$ cat config.mk
export PLATFORM = sky130hd
export DESIGN_NAME = fragment_reassembly_tracker_top
export DESIGN_NICKNAME = d
export VERILOG_FILES = /design/src/rtl/core/frt_pkg.sv /design/src/rtl/core/frt_front.sv /design/src/rtl/core/frt_queue.sv /design/src/rtl/core/frt_back.sv /design/src/rtl/core/fragment_reassembly_tracker_top.sv
export SDC_FILE = /design/constraint.sdc
export NUM_CORES = 2
export LEC_CHECK = 0
export ABC_AREA = 1
export BUFFER_PORTS_ARGS = -buffer_cell sky130_fd_sc_hd__buf_2
export CAP_MARGIN = 10
export CORE_ASPECT_RATIO = 1.75
export CORE_MARGIN = 2
export CORE_UTILIZATION = 64
export DETAILED_ROUTE_END_ITERATION = 10
export PLACE_DENSITY_LB_ADDON = 0.25
export RECOVER_POWER = 100
export SYNTH_ARGS = -nofsm -noshare
export SYNTH_HDL_FRONTEND = slang
export SYNTH_SLANG_ARGS = --single-unit
$ cat constraint.sdc
create_clock -name aclk -period 47.8 [get_ports aclk]
set_input_delay 4.78 -clock aclk [delete_from_list [all_inputs] [get_ports aclk]]
set_output_delay 4.78 -clock aclk [all_outputs]
set_load 0.1 [all_outputs]
$ cat src/rtl/core/frt_pkg.sv
// Shared types, constants and codes for the fragment reassembly tracker.
package frt_pkg;

    localparam int CONTEXTS      = 8;
    localparam int MAX_FRAGMENTS = 64;
    localparam int SLOT_W        = $clog2(CONTEXTS);
    localparam int SEQ_IDX_W     = $clog2(MAX_FRAGMENTS);
    localparam int EXP_W         = $clog2(MAX_FRAGMENTS + 1);
    localparam int QUEUE_DEPTH   = 2;
    localparam int QPTR_W        = (QUEUE_DEPTH > 1) ? $clog2(QUEUE_DEPTH) : 1;
    localparam int QCNT_W        = $clog2(QUEUE_DEPTH + 1);

    localparam logic [7:0]  TIMEOUT_RESET = 8'd30;
    localparam logic [15:0] LIMIT_RESET   = 16'hFFFF;
    localparam logic [7:0]  AGE_MAX       = 8'hFF;

    localparam logic [1:0] MODE_FRAGMENT = 2'd0;
    localparam logic [1:0] MODE_TICK     = 2'd1;
    localparam logic [1:0] MODE_CLEAR    = 2'd2;

    localparam logic REG_TIMEOUT = 1'b0;
    localparam logic REG_LIMIT   = 1'b1;

    typedef enum logic [1:0] {
        OP_FRAGMENT,
        OP_TICK,
        OP_CLEAR,
        OP_NONE
    } op_t;

    typedef enum logic [3:0] {
        ST_WAITING        = 4'd0,
        ST_COMPLETE       = 4'd1,
        ST_DUPLICATE      = 4'd2,
        ST_NO_CONTEXT     = 4'd3,
        ST_CANNOT_CREATE  = 4'd4,
        ST_COUNT_MISMATCH = 4'd5,
        ST_BAD_SEQUENCE   = 4'd6,
        ST_OVERFLOW       = 4'd7,
        ST_DONE           = 4'd8
    } status_t;

    // Classified descriptor as it travels from the front end to the table.
    typedef struct packed {
        op_t         op;
        logic [15:0] packet_id;
        logic [15:0] sequence_number;
        logic [15:0] total_count;
        logic        first_flag;
        logic [15:0] payload_length;
        logic        count_ok;   // total count is a legal size for a new context
        logic        seq_ok;     // sequence number lies below the total count
    } cmd_t;

    // Handshake between front end and queue.
    typedef struct packed {
        logic push;
        logic full;
    } push_ctl_t;

endpackage

$ cat src/rtl/core/frt_front.sv
// Front end: input handshake and descriptor classification.
module frt_front (
    input  logic             s_valid,
    output logic             s_ready,
    input  logic [1:0]       s_mode,
    input  logic [15:0]      s_packet_id,
    input  logic [15:0]      s_sequence_number,
    input  logic [15:0]      s_total_count,
    input  logic             s_first_flag,
    input  logic [15:0]      s_payload_length,
    input  logic             q_full,
    output frt_pkg::push_ctl_t push_ctl,
    output frt_pkg::cmd_t    cmd
);
    import frt_pkg::*;

    assign s_ready       = !q_full;
    assign push_ctl.push = s_valid && !q_full;
    assign push_ctl.full = q_full;

    always_comb begin
        unique case (s_mode)
            MODE_FRAGMENT: cmd.op = OP_FRAGMENT;
            MODE_TICK:     cmd.op = OP_TICK;
            MODE_CLEAR:    cmd.op = OP_CLEAR;
            default:       cmd.op = OP_NONE;
        endcase
        cmd.packet_id       = s_packet_id;
        cmd.sequence_number = s_sequence_number;
        cmd.total_count     = s_total_count;
        cmd.first_flag      = s_first_flag;
        cmd.payload_length  = s_payload_length;
        cmd.count_ok        = (s_total_count != 16'd0) &&
                              (s_total_count <= 16'(MAX_FRAGMENTS));
        cmd.seq_ok          = s_sequence_number < s_total_count;
    end

endmodule

$ cat src/rtl/core/frt_queue.sv
// Short descriptor queue between the front end and the context table.
module frt_queue (
    input  logic               aclk,
    input  logic               aresetn,
    input  frt_pkg::push_ctl_t push_ctl,
    input  frt_pkg::cmd_t      push_data,
    output logic               full,
    output logic               q_valid,
    output frt_pkg::cmd_t      q_data,
    input  logic               q_pop
);
    import frt_pkg::*;

    cmd_t              entry_reg [QUEUE_DEPTH];
    logic [QPTR_W-1:0] wr_ptr_reg, wr_ptr_next;
    logic [QPTR_W-1:0] rd_ptr_reg, rd_ptr_next;
    logic [QCNT_W-1:0] count_reg, count_next;
    logic              do_pop;

    assign full    = count_reg == QCNT_W'(QUEUE_DEPTH);
    assign q_valid = count_reg != '0;
    assign q_data  = entry_reg[rd_ptr_reg];
    assign do_pop  = q_pop && q_valid;

    always_comb begin
        wr_ptr_next = wr_ptr_reg;
        rd_ptr_next = rd_ptr_reg;
        count_next  = count_reg;
        if (push_ctl.push) begin
            wr_ptr_next = (wr_ptr_reg == QPTR_W'(QUEUE_DEPTH - 1)) ? '0 : wr_ptr_reg + 1'b1;
        end
        if (do_pop) begin
            rd_ptr_next = (rd_ptr_reg == QPTR_W'(QUEUE_DEPTH - 1)) ? '0 : rd_ptr_reg + 1'b1;
        end
        if (push_ctl.push && !do_pop) begin
            count_next = count_reg + 1'b1;
        end else if (!push_ctl.push && do_pop) begin
            count_next = count_reg - 1'b1;
        end
    end

    always_ff @(posedge aclk) begin
        if (!aresetn) begin
            wr_ptr_reg <= '0;
            rd_ptr_reg <= '0;
            count_reg  <= '0;
        end else begin
            wr_ptr_reg <= wr_ptr_next;
            rd_ptr_reg <= rd_ptr_next;
            count_reg  <= count_next;
        end
    end

    always_ff @(posedge aclk) begin
        if (push_ctl.push) begin
            entry_reg[wr_ptr_reg] <= push_data;
        end
    end

endmodule

$ cat src/rtl/core/frt_back.sv
// Back end: context table, per-descriptor update and result register.
module frt_back (
    input  logic          aclk,
    input  logic          aresetn,
    input  logic          q_valid,
    input  frt_pkg::cmd_t q_data,
    output logic          q_pop,
    input  logic [7:0]    timeout_ticks,
    input  logic [15:0]   buffer_limit,
    output logic          m_valid,
    input  logic          m_ready,
    output logic [3:0]    m_status,
    output logic [2:0]    m_slot,
    output logic [15:0]   m_write_offset,
    output logic [15:0]   m_total_bytes
);
    import frt_pkg::*;

    logic [CONTEXTS-1:0]      slot_valid_reg, slot_valid_next;
    logic [15:0]              slot_packet_id_reg [CONTEXTS];
    logic [15:0]              slot_packet_id_next [CONTEXTS];
    logic [EXP_W-1:0]         slot_expected_reg [CONTEXTS];
    logic [EXP_W-1:0]         slot_expected_next [CONTEXTS];
    logic [MAX_FRAGMENTS-1:0] slot_seen_map_reg [CONTEXTS];
    logic [MAX_FRAGMENTS-1:0] slot_seen_map_next [CONTEXTS];
    logic [EXP_W-1:0]         slot_received_reg [CONTEXTS];
    logic [EXP_W-1:0]         slot_received_next [CONTEXTS];
    logic [15:0]              slot_bytes_reg [CONTEXTS];
    logic [15:0]              slot_bytes_next [CONTEXTS];
    logic [7:0]               slot_age_reg [CONTEXTS];
    logic [7:0]               slot_age_next [CONTEXTS];

    logic                     m_valid_reg;
    status_t                  status_reg, status_next;
    logic [2:0]               slot_reg, slot_next;
    logic [15:0]              offset_reg, offset_next;
    logic [15:0]              total_reg, total_next;

    logic [CONTEXTS-1:0]      live;
    logic [CONTEXTS-1:0]      hit;
    logic                     hit_any, free_any, create;
    logic [SLOT_W-1:0]        hit_idx, free_idx, sel;
    logic [15:0]              held;
    logic [MAX_FRAGMENTS-1:0] cur_map;
    logic [EXP_W-1:0]         cur_exp, recv_inc;
    logic [16:0]              sum;
    logic [SEQ_IDX_W-1:0]     seq_idx;

    assign q_pop = q_valid && (!m_valid_reg || m_ready);
    assign seq_idx = q_data.sequence_number[SEQ_IDX_W-1:0];

    // Expire, then match by id and look for a free slot; lowest index wins.
    always_comb begin
        hit_idx  = '0;
        free_idx = '0;
        for (int i = 0; i < CONTEXTS; i++) begin
            live[i] = slot_valid_reg[i] && !(slot_age_reg[i] > timeout_ticks);
            hit[i]  = live[i] && (slot_packet_id_reg[i] == q_data.packet_id);
        end
        for (int i = CONTEXTS - 1; i >= 0; i--) begin
            if (hit[i]) begin
                hit_idx = SLOT_W'(i);
            end
            if (!live[i]) begin
                free_idx = SLOT_W'(i);
            end
        end
        hit_any  = |hit;
        free_any = !(&live);
        sel      = hit_any ? hit_idx : free_idx;
        create   = !hit_any && q_data.first_flag && free_any && q_data.count_ok;
        held     = create ? 16'd0 : slot_bytes_reg[sel];
        cur_map  = create ? '0 : slot_seen_map_reg[sel];
        cur_exp  = create ? q_data.total_count[EXP_W-1:0] : slot_expected_reg[sel];
        recv_inc = (create ? '0 : slot_received_reg[sel]) + 1'b1;
        sum      = {1'b0, held} + {1'b0, q_data.payload_length};
    end

    always_comb begin
        slot_valid_next     = slot_valid_reg;
        slot_packet_id_next = slot_packet_id_reg;
        slot_expected_next  = slot_expected_reg;
        slot_seen_map_next  = slot_seen_map_reg;
        slot_received_next  = slot_received_reg;
        slot_bytes_next     = slot_bytes_reg;
        slot_age_next       = slot_age_reg;
        status_next         = ST_DONE;
        slot_next           = 3'd0;
        offset_next         = 16'd0;
        total_next          = 16'd0;

        unique case (q_data.op)
            OP_FRAGMENT: begin
                slot_valid_next = live;
                priority if (!hit_any && !q_data.first_flag) begin
                    status_next = ST_NO_CONTEXT;
                end else if (!hit_any && !(free_any && q_data.count_ok)) begin
                    status_next = ST_CANNOT_CREATE;
                end else begin
                    if (create) begin
                        slot_valid_next[sel]     = 1'b1;
                        slot_packet_id_next[sel] = q_data.packet_id;
                        slot_expected_next[sel]  = q_data.total_count[EXP_W-1:0];
                        slot_seen_map_next[sel]  = '0;
                        slot_received_next[sel]  = '0;
                        slot_bytes_next[sel]     = 16'd0;
                        slot_age_next[sel]       = 8'd0;
                    end
                    slot_next  = 3'(sel);
                    total_next = held;
                    priority if (16'(cur_exp) != q_data.total_count) begin
                        status_next = ST_COUNT_MISMATCH;
                    end else if (!q_data.seq_ok) begin
                        status_next = ST_BAD_SEQUENCE;
                    end else if (cur_map[seq_idx]) begin
                        status_next = ST_DUPLICATE;
                        offset_next = held;
                    end else if (sum > {1'b0, buffer_limit}) begin
                        status_next          = ST_OVERFLOW;
                        slot_valid_next[sel] = 1'b0;
                    end else begin
                        slot_seen_map_next[sel] = cur_map |
                                                  (MAX_FRAGMENTS'(1) << seq_idx);
                        slot_bytes_next[sel]    = sum[15:0];
                        slot_received_next[sel] = recv_inc;
                        offset_next             = held;
                        total_next              = sum[15:0];
                        if (recv_inc == cur_exp) begin
                            status_next          = ST_COMPLETE;
                            slot_valid_next[sel] = 1'b0;
                        end else begin
                            status_next = ST_WAITING;
                        end
                    end
                end
            end
            OP_TICK: begin
                for (int i = 0; i < CONTEXTS; i++) begin
                    if (slot_valid_reg[i] && slot_age_reg[i] != AGE_MAX) begin
                        slot_age_next[i] = slot_age_reg[i] + 1'b1;
                    end
                end
            end
            OP_CLEAR: begin
                slot_valid_next = '0;
            end
            OP_NONE: begin
            end
            default: begin
            end
        endcase
    end

    always_ff @(posedge aclk) begin
        if (!aresetn) begin
            slot_valid_reg <= '0;
            m_valid_reg    <= 1'b0;
        end else begin
            if (q_pop) begin
                slot_valid_reg <= slot_valid_next;
                m_valid_reg    <= 1'b1;
            end else if (m_ready) begin
                m_valid_reg <= 1'b0;
            end
        end
    end

    always_ff @(posedge aclk) begin
        if (q_pop) begin
            slot_packet_id_reg <= slot_packet_id_next;
            slot_expected_reg  <= slot_expected_next;
            slot_seen_map_reg  <= slot_seen_map_next;
            slot_received_reg  <= slot_received_next;
            slot_bytes_reg     <= slot_bytes_next;
            slot_age_reg       <= slot_age_next;
            status_reg         <= status_next;
            slot_reg           <= slot_next;
            offset_reg         <= offset_next;
            total_reg          <= total_next;
        end
    end

    assign m_valid        = m_valid_reg;
    assign m_status       = status_reg;
    assign m_slot         = slot_reg;
    assign m_write_offset = offset_reg;
    assign m_total_bytes  = total_reg;

    a_pop_only_when_out_free: assert property (@(posedge aclk) disable iff (!aresetn)
        q_pop |-> (!m_valid_reg || m_ready))
        else $error("descriptor retired while result register is occupied");

    a_clear_frees_all: assert property (@(posedge aclk) disable iff (!aresetn)
        (q_pop && q_data.op == OP_CLEAR) |=> (slot_valid_reg == '0))
        else $error("clear left a context open");

    a_complete_frees_slot: assert property (@(posedge aclk) disable iff (!aresetn)
        (q_pop && q_data.op == OP_FRAGMENT && status_next == ST_COMPLETE)
        |=> !slot_valid_reg[$past(sel)])
        else $error("completed context still open");

    a_result_follows_pop: assert property (@(posedge aclk) disable iff (!aresetn)
        q_pop |=> m_valid_reg)
        else $error("retired descriptor produced no result");

endmodule

$ cat src/rtl/core/fragment_reassembly_tracker_top.sv
// Top level of the fragment reassembly tracker: config registers and datapath.
//
// Tracks up to eight open reassembly contexts. Every transfer on the s_
// channel (fragment descriptor, tick, or clear-all) yields exactly one result
// transfer on the m_ channel, in order. A front end classifies each transfer
// and drops it into a two-entry queue; the back end retires one descriptor
// per clock while the output register is free or m_ready is high, against
// the context table (expire, id match, create, count, sequence, duplicate
// and byte-limit checks, all combinational) and parks the answer in an
// output register. Sustained rate is one item per clock while m_ready is
// high. With no stall on the result side, an accepted s_ transfer goes into
// a queue entry and then into the result register, raising m_valid. A
// stalled result side fills the queue after two more items, and s_ready drops.
// Registers via the APB port: 0x0 timeout_ticks (reset 30), 0x4 buffer_limit
// (reset 65535); write them only while the block is idle.
module fragment_reassembly_tracker_top (
    input  logic        aclk,
    input  logic        aresetn,
    // configuration port
    input  logic        psel,
    input  logic        penable,
    input  logic        pwrite,
    input  logic [2:0]  paddr,
    input  logic [31:0] pwdata,
    output logic [31:0] prdata,
    output logic        pready,
    // descriptor transfers
    input  logic        s_valid,
    output logic        s_ready,
    input  logic [1:0]  s_mode,
    input  logic [15:0] s_packet_id,
    input  logic [15:0] s_sequence_number,
    input  logic [15:0] s_total_count,
    input  logic        s_first_flag,
    input  logic [15:0] s_payload_length,
    // result transfers
    output logic        m_valid,
    input  logic        m_ready,
    output logic [3:0]  m_status,
    output logic [2:0]  m_slot,
    output logic [15:0] m_write_offset,
    output logic [15:0] m_total_bytes
);
    import frt_pkg::*;

    logic [7:0]  timeout_reg;
    logic [15:0] limit_reg;
    logic        cfg_write;

    push_ctl_t   push_ctl;
    cmd_t        front_cmd;
    cmd_t        q_data;
    logic        q_full;
    logic        q_valid;
    logic        q_pop;

    // Register select is address bit 2; the low byte-lane bits are ignored.
    assign pready    = 1'b1;
    assign cfg_write = psel && penable && pwrite;

    always_ff @(posedge aclk) begin
        if (!aresetn) begin
            timeout_reg <= TIMEOUT_RESET;
            limit_reg   <= LIMIT_RESET;
        end else if (cfg_write) begin
            unique case (paddr[2])
                REG_TIMEOUT: timeout_reg <= pwdata[7:0];
                REG_LIMIT:   limit_reg   <= pwdata[15:0];
                default: begin
                end
            endcase
        end
    end

    always_comb begin
        unique case (paddr[2])
            REG_TIMEOUT: prdata = {24'd0, timeout_reg};
            REG_LIMIT:   prdata = {16'd0, limit_reg};
            default:     prdata = 32'd0;
        endcase
    end

    // Classify and push into the queue.
    frt_front u_front (
        .s_valid           (s_valid),
        .s_ready           (s_ready),
        .s_mode            (s_mode),
        .s_packet_id       (s_packet_id),
        .s_sequence_number (s_sequence_number),
        .s_total_count     (s_total_count),
        .s_first_flag      (s_first_flag),
        .s_payload_length  (s_payload_length),
        .q_full            (q_full),
        .push_ctl          (push_ctl),
        .cmd               (front_cmd)
    );

    // Hold classified descriptors so each side can stall on its own.
    frt_queue u_queue (
        .aclk      (aclk),
        .aresetn   (aresetn),
        .push_ctl  (push_ctl),
        .push_data (front_cmd),
        .full      (q_full),
        .q_valid   (q_valid),
        .q_data    (q_data),
        .q_pop     (q_pop)
    );

    // Retire descriptors against the context table.
    frt_back u_back (
        .aclk           (aclk),
        .aresetn        (aresetn),
        .q_valid        (q_valid),
        .q_data         (q_data),
        .q_pop          (q_pop),
        .timeout_ticks  (timeout_reg),
        .buffer_limit   (limit_reg),
        .m_valid        (m_valid),
        .m_ready        (m_ready),
        .m_status       (m_status),
        .m_slot         (m_slot),
        .m_write_offset (m_write_offset),
        .m_total_bytes  (m_total_bytes)
    );

endmodule
; ---- Yosys cells after proc, flatten, opt, wreduce, memory -nomap -nowiden
; Memory sizes are Yosys's and may differ from the RTL's. A register that Yosys moved wholly into a read port is not among the register bits.
; Index checks and enable logic that the tools add are counted.
[totals]
latch_bits = 0
ff_bits = 1020
elab_cells = 350
memories = 1
mem_bits_ro = 0
ramBits = 138
[classes]
shift = 1
add_sub_neg = 14
n_reduce_logical = 83
bitwise = 18
div = 0
eq_ne = 34
n_mux = 123
magnitude_cmp = 16
multipliers = 0
[mem_list]
columns = name, depth, width, read_ports, rd_ports_with_merged_regs, wr, line
row1 = u_queue.entry_reg, 2, 69, 1, 1, 1, frt_queue.sv:14  ; cmd_t entry_reg [QUEUE_DEPTH];
[op_table]
columns = op, n
row1 = 512-bit two-way mux, 8
row2 = 128-bit two-way mux, 8
row3 = 512-bit bitwise AND, 1
row4 = 512-bit bitwise mux, 1
row5 = 512-bit NOT, 1
row6 = 56-bit two-way mux, 8
row7 = 64-bit two-way mux, 7
row8 = 128-bit bitwise mux, 2
row9 = 64-bit binary-select mux with 3-bit select, 1
row10 = 64-bit demux with 3-bit select, 1
row11 = 16-bit two-way mux, 10
row12 = 8-bit two-way mux, 20
row13 = 128-bit bitwise AND, 1
row14 = 16-bit == test, 8
row15 = 128-bit NOT, 1
row16 = 64-bit case mux with 2 select lines, 1
row17 = 56-bit bitwise mux, 2
row18 = 8-bit by 1-bit adder with 8-bit output (second input constant), 8
row19 = 64-bit bitwise AND, 1
row20 = 8-bit greater-than comparator, 8
row21 = 8-bit inequality test (second input constant), 8
row22 = 64-bit NOT, 1
row23 = 64-bit bitwise OR, 1
row24 = 32-bit case mux with 2 select lines, 1
row25 = other kinds (56), 180

; ---- Depth between registers and ports, before layout
[logic_depth]
word_depth = 31
depth_mapped = 59

; ---- Hierarchy
; A second synthesis with hierarchy kept.
[hier_totals]
cells_unflattened = 7854
hier_area_um2 = 67439.7
[by_module_without_submodules]
columns = mod, seq_area_each_um2, cells_each, instances, area_per_inst_um2
row1 = frt_back, 29698.5, 7279, 1, 59876.2
row2 = frt_queue, 4244.1, 251, 1, 5256.3
row3 = fragment_reassembly_tracker_top, 480.5, 179, 1, 1356.3
row4 = frt_front, 0.0, 145, 1, 950.9

; ---- Worst setup path after synthesis
; No wires, ideal clock.
[synth_timing]
path_type = input to register
start = in m_ready
end = reg u_back.slot_expected_reg[0] in the netlist's numbering (enable)
arrival_time_ns = 44.201
setup_time_ns = 0.410
cell_stages = 10
setup_slack_ns = 3.189
cell_sequence = nor2_1 a21oi_1 inv_1 nor2_1 clkinv_1 nor2_1 inv_1 nor2_1 inv_1 nor2_1
[synth_between]
elab_chain_cells = 3
[synth_rtl]
columns = item, line
row1 = "start, declared", fragment_reassembly_tracker_top.sv:38  ; input logic m_ready,
row2 = 1-bit logical OR, frt_back.sv:49  ; assign q_pop = q_valid && (!m_valid_reg || m_ready);
row3 = 1-bit logical AND, frt_back.sv:49
row4 = net q_pop, fragment_reassembly_tracker_top.sv:55  ; logic q_pop;
row5 = 5-bit AND reduction (no line), -
row6 = "end signal, assigned", frt_back.sv:171  ; slot_expected_reg <= slot_expected_next;
row7 = "end, declared", frt_back.sv:22  ; logic [EXP_W-1:0] slot_expected_reg [CONTEXTS];
; The timed path passes the listed nets, and every way through them passes these cells.
; A chain may end at the register's enable or synchronous reset.

==> run_results.csv <==
group,metric,value,unit
outcome,outcome,"finished, violations left",
outcome,violations,"max-capacitance violations, max-slew violations",
setup_path,crit_path_top_delay_cell,"clkbuf_1",
floorplanning,dieArea,105800,sq um
final_layout,syn_to_final_growth,6.342,%
setup_path,endpoint_kind,"flop",
worst_hold_path,hold_path.class,"reg2reg",
pwr,total_power,0.003117,W
route,vias_per_cell,6.482,
floorplanning,die_x,246.7,microns
final_layout,drive_above_1_share,0.04191,
floorplanning,coreArea,102000,sq um
route,antenna_left,0,
setup_path,path_class,"reg2reg",
pwr,vdd_drop_max,0.06826,mV
clock_network,cts.sinks,1139,
route,vias,59860,
setup_path,crit_required,48.30,ns
setup_path,crit_top_cell,"nand2_1",
clock_network,clk_pin_slew,0.07,ns
sta,holdWs,0.4520,ns
pwr,p_leak,29.83,nW
final_layout,multi_input_area,26890,sq um
route,wl_met3,26280,microns
route,wl_per_cell,23.46,microns
setup_path,crit_arrival,31.17,ns
clock_network,cts_buffers,105,
floorplanning,num_io_pins,183,
final_layout,layout.nets,8041,
final_layout,n_fill_cell,8330,
final_layout,largest_register_ff_count,512,
global_route,grt_antenna_before_repair,9,
run,max_cap_viol_count,71,
sta,worst_pin_slew,7.832,ns
clock_network,cts_hold_buf,0,
route,wirelength_met1,69610,microns
place,hpwlAfterDp,127200,microns
yosys,netlist_instances,7932,
sta,max_freq,0.03261,GHz
route,first_pass_iters,9,
yosys,synth_cell_types,57,
sta,slew_viol_final,3485,
clock_network,postCtsResizedCells,0,
setup_path,cp_max_fo,118,
global_route,overflow,0,
global_route,track_usage,0.4037,
final_layout,final_core_util,0.6877,
sta,period_needed,30.67,ns
clock_network,clk_latency,0.77,ns
clock_network,cts_root_buf,"clkbuf_16",
yosys,synth_enable_flop_cells,1101,
place,port_buffers,147,
setup_path,worst_setup_path_start_kind,"flop",
final_layout,regArea,33820,sq um
floorplanning,rows,155,
place,gp_congestion,0.9984,
yosys,syn_area,65970,sq um
floorplanning,fp.dieH,428.7,microns
sta,tns,0,ns
sta,rsz0062_at_grt,"false",
route,drt_iter0_markers,8871,
global_route,grt_pass1_vias,56720,
route,wl_met2,100300,microns
yosys,synth_ff_type,"edfxtp_1",
global_route,grt_max_degree,138,
yosys,ys_async_sr_fraction,0,
setup_path,critical-path-max-stage-delay,3.86,ns
yosys,seq_area_frac_synth,0.5127,
route,drc,0,
sta,period_share,0.6416,
clock_network,cts_tree,"yes",
route,drt_wl_total,216600,microns
sta,final_hold_viol_count,0,
yosys,ys_seq_elements,1139,
yosys,avgSynthCellArea,8.317,sq um
yosys,yosysWarnings,0,
pwr,pwr_density_cell,44.44,nW/um^2
clock_network,cts_setup_buffers,0,
sta,relSlewSlack,-4.221,
floorplanning,initial_core_util,0.6467,
sta,setup_viol,0,
sta,skew,0.02564,ns
route,highest_layer,"met5",
clock_network,clock_path_buffers,3,
global_route,grt_pass1_wl,325500,microns
clock_network,htreeDepth,3,
cells in the mapped netlist (all sizes together), types with 8 or more instances:
library cell / instances / area share
nand2: 2016 / 0.12
a21oi: 152 / 0.012
nand4: 191 / 0.018
o21ai: 1139 / 0.086
mux2i: 96 / 0.015
or2: 19 / 0.0018
clkbuf: 224 / 0.013
o22ai: 45 / 0.0043
o2111ai: 10 / 0.0013
nor3: 25 / 0.0020
buf: 281 / 0.022
ha: 121 / 0.023
o21a: 15 / 0.0017
nor4: 8 / 0.00076
dfxtp: 38 / 0.012
edfxtp: 1101 / 0.50
o21bai: 20 / 0.0023
xor2: 18 / 0.0024
nand3b: 116 / 0.013
nand3: 871 / 0.066
nor2: 552 / 0.032
and3: 17 / 0.0016
inv: 793 / 0.045
report_power, final:
| group | internal, W | total (W) | switching (W) | leakage [nW] |
|---|---|---|---|---|
| logic | 0.000206 | 0.000966 | 0.000760 | 17.8 |
| clock network | 0.000482 | 0.000884 | 0.000402 | 1.68 |
| registers | 0.00123 | 0.00127 | 0.0000395 | 10.3 |
final cells by class:
cell class / count / area share
inverters: 800 / 0.04288
clock buffers: 126 / 0.03872
flip-flops and latches: 1139 / 0.4821
multi-input cells: 5503 / 0.3833
well taps: 1334 / 0.02379
repair buffers: 261 / 0.01850
diodes: 2 / 0.00007134
clock inverters: 69 / 0.01063
final timing paths:
check | depth (start not counted) | slack (ns) | from | to
min reg2reg | 1 | 0.45 | u_queue.rd_ptr_reg | flop
max | 45 | 17.13 | flop | u_back.m_total_bytes[9]
min | 1 | 0.45 | u_queue.rd_ptr_reg | flop
max reg2reg | 45 | 17.13 | flop | u_back.m_total_bytes[9]
layer usage:
layer,global-route usage,vias up
li1,-,26770
met1,0.4758,27570
met2,0.6482,4294
met3,0.07660,1209
met4,0.3132,6
met5,0,-
layout by cell type (no fill, tap or decap), drive strengths merged, types with 9 or more instances in the layout:
master,n
edfxtp,1101
o2111ai,10
nor2,552
or2,19
clkinv,51
nor3,25
inv,795
a21oi,152
nand4,191
clkbuf,274
conb,17
mux2i,96
and3,17
ha,121
buf,112
nand3,871
o21a,15
o21ai,1139
clkinvlp,9
xor2,18
o21bai,20
nand2,2016
o22ai,45
dfxtp,38
bufinv,14
nand3b,116
through the flow:
step | instances | instance area [sq um] | setup slack, ns
after floorplan | 7947 | 66030 | 3.189
after global placement | 9035 | 67310 | 32.14
after detailed placement | 9036 | 67320 | 31.92
after CTS | 9231 | 70780 | 31.85
after global routing | 9233 | 70150 | 15.64
final | 9234 | 70150 | 17.13
logic make-up after synthesis:
logic type               share of synthesized area
XOR/XNOR                                  0.002788
flip-flops                                  0.5127
buffers and inverters                      0.08065
multiplexers                               0.01457
AO/OA/AOI/OAI                               0.1130
adder cells (fa/ha/maj)                    0.02325
AND/OR/NAND/NOR                             0.2529
other                                    0.0001138
worst max-delay path, delay by kind of cell (launching register included):
family                     cells  cell delay (ns)
xor gates and xnor gates       1             0.79
buffers and inverters         13            17.86
adders and majority gates      2             0.76
and+or+nand+nor               23             8.50
AOI/OAI and AO/OA              6             1.40
DFF                            1             0.78
Power figures use the tool's default switching activity.
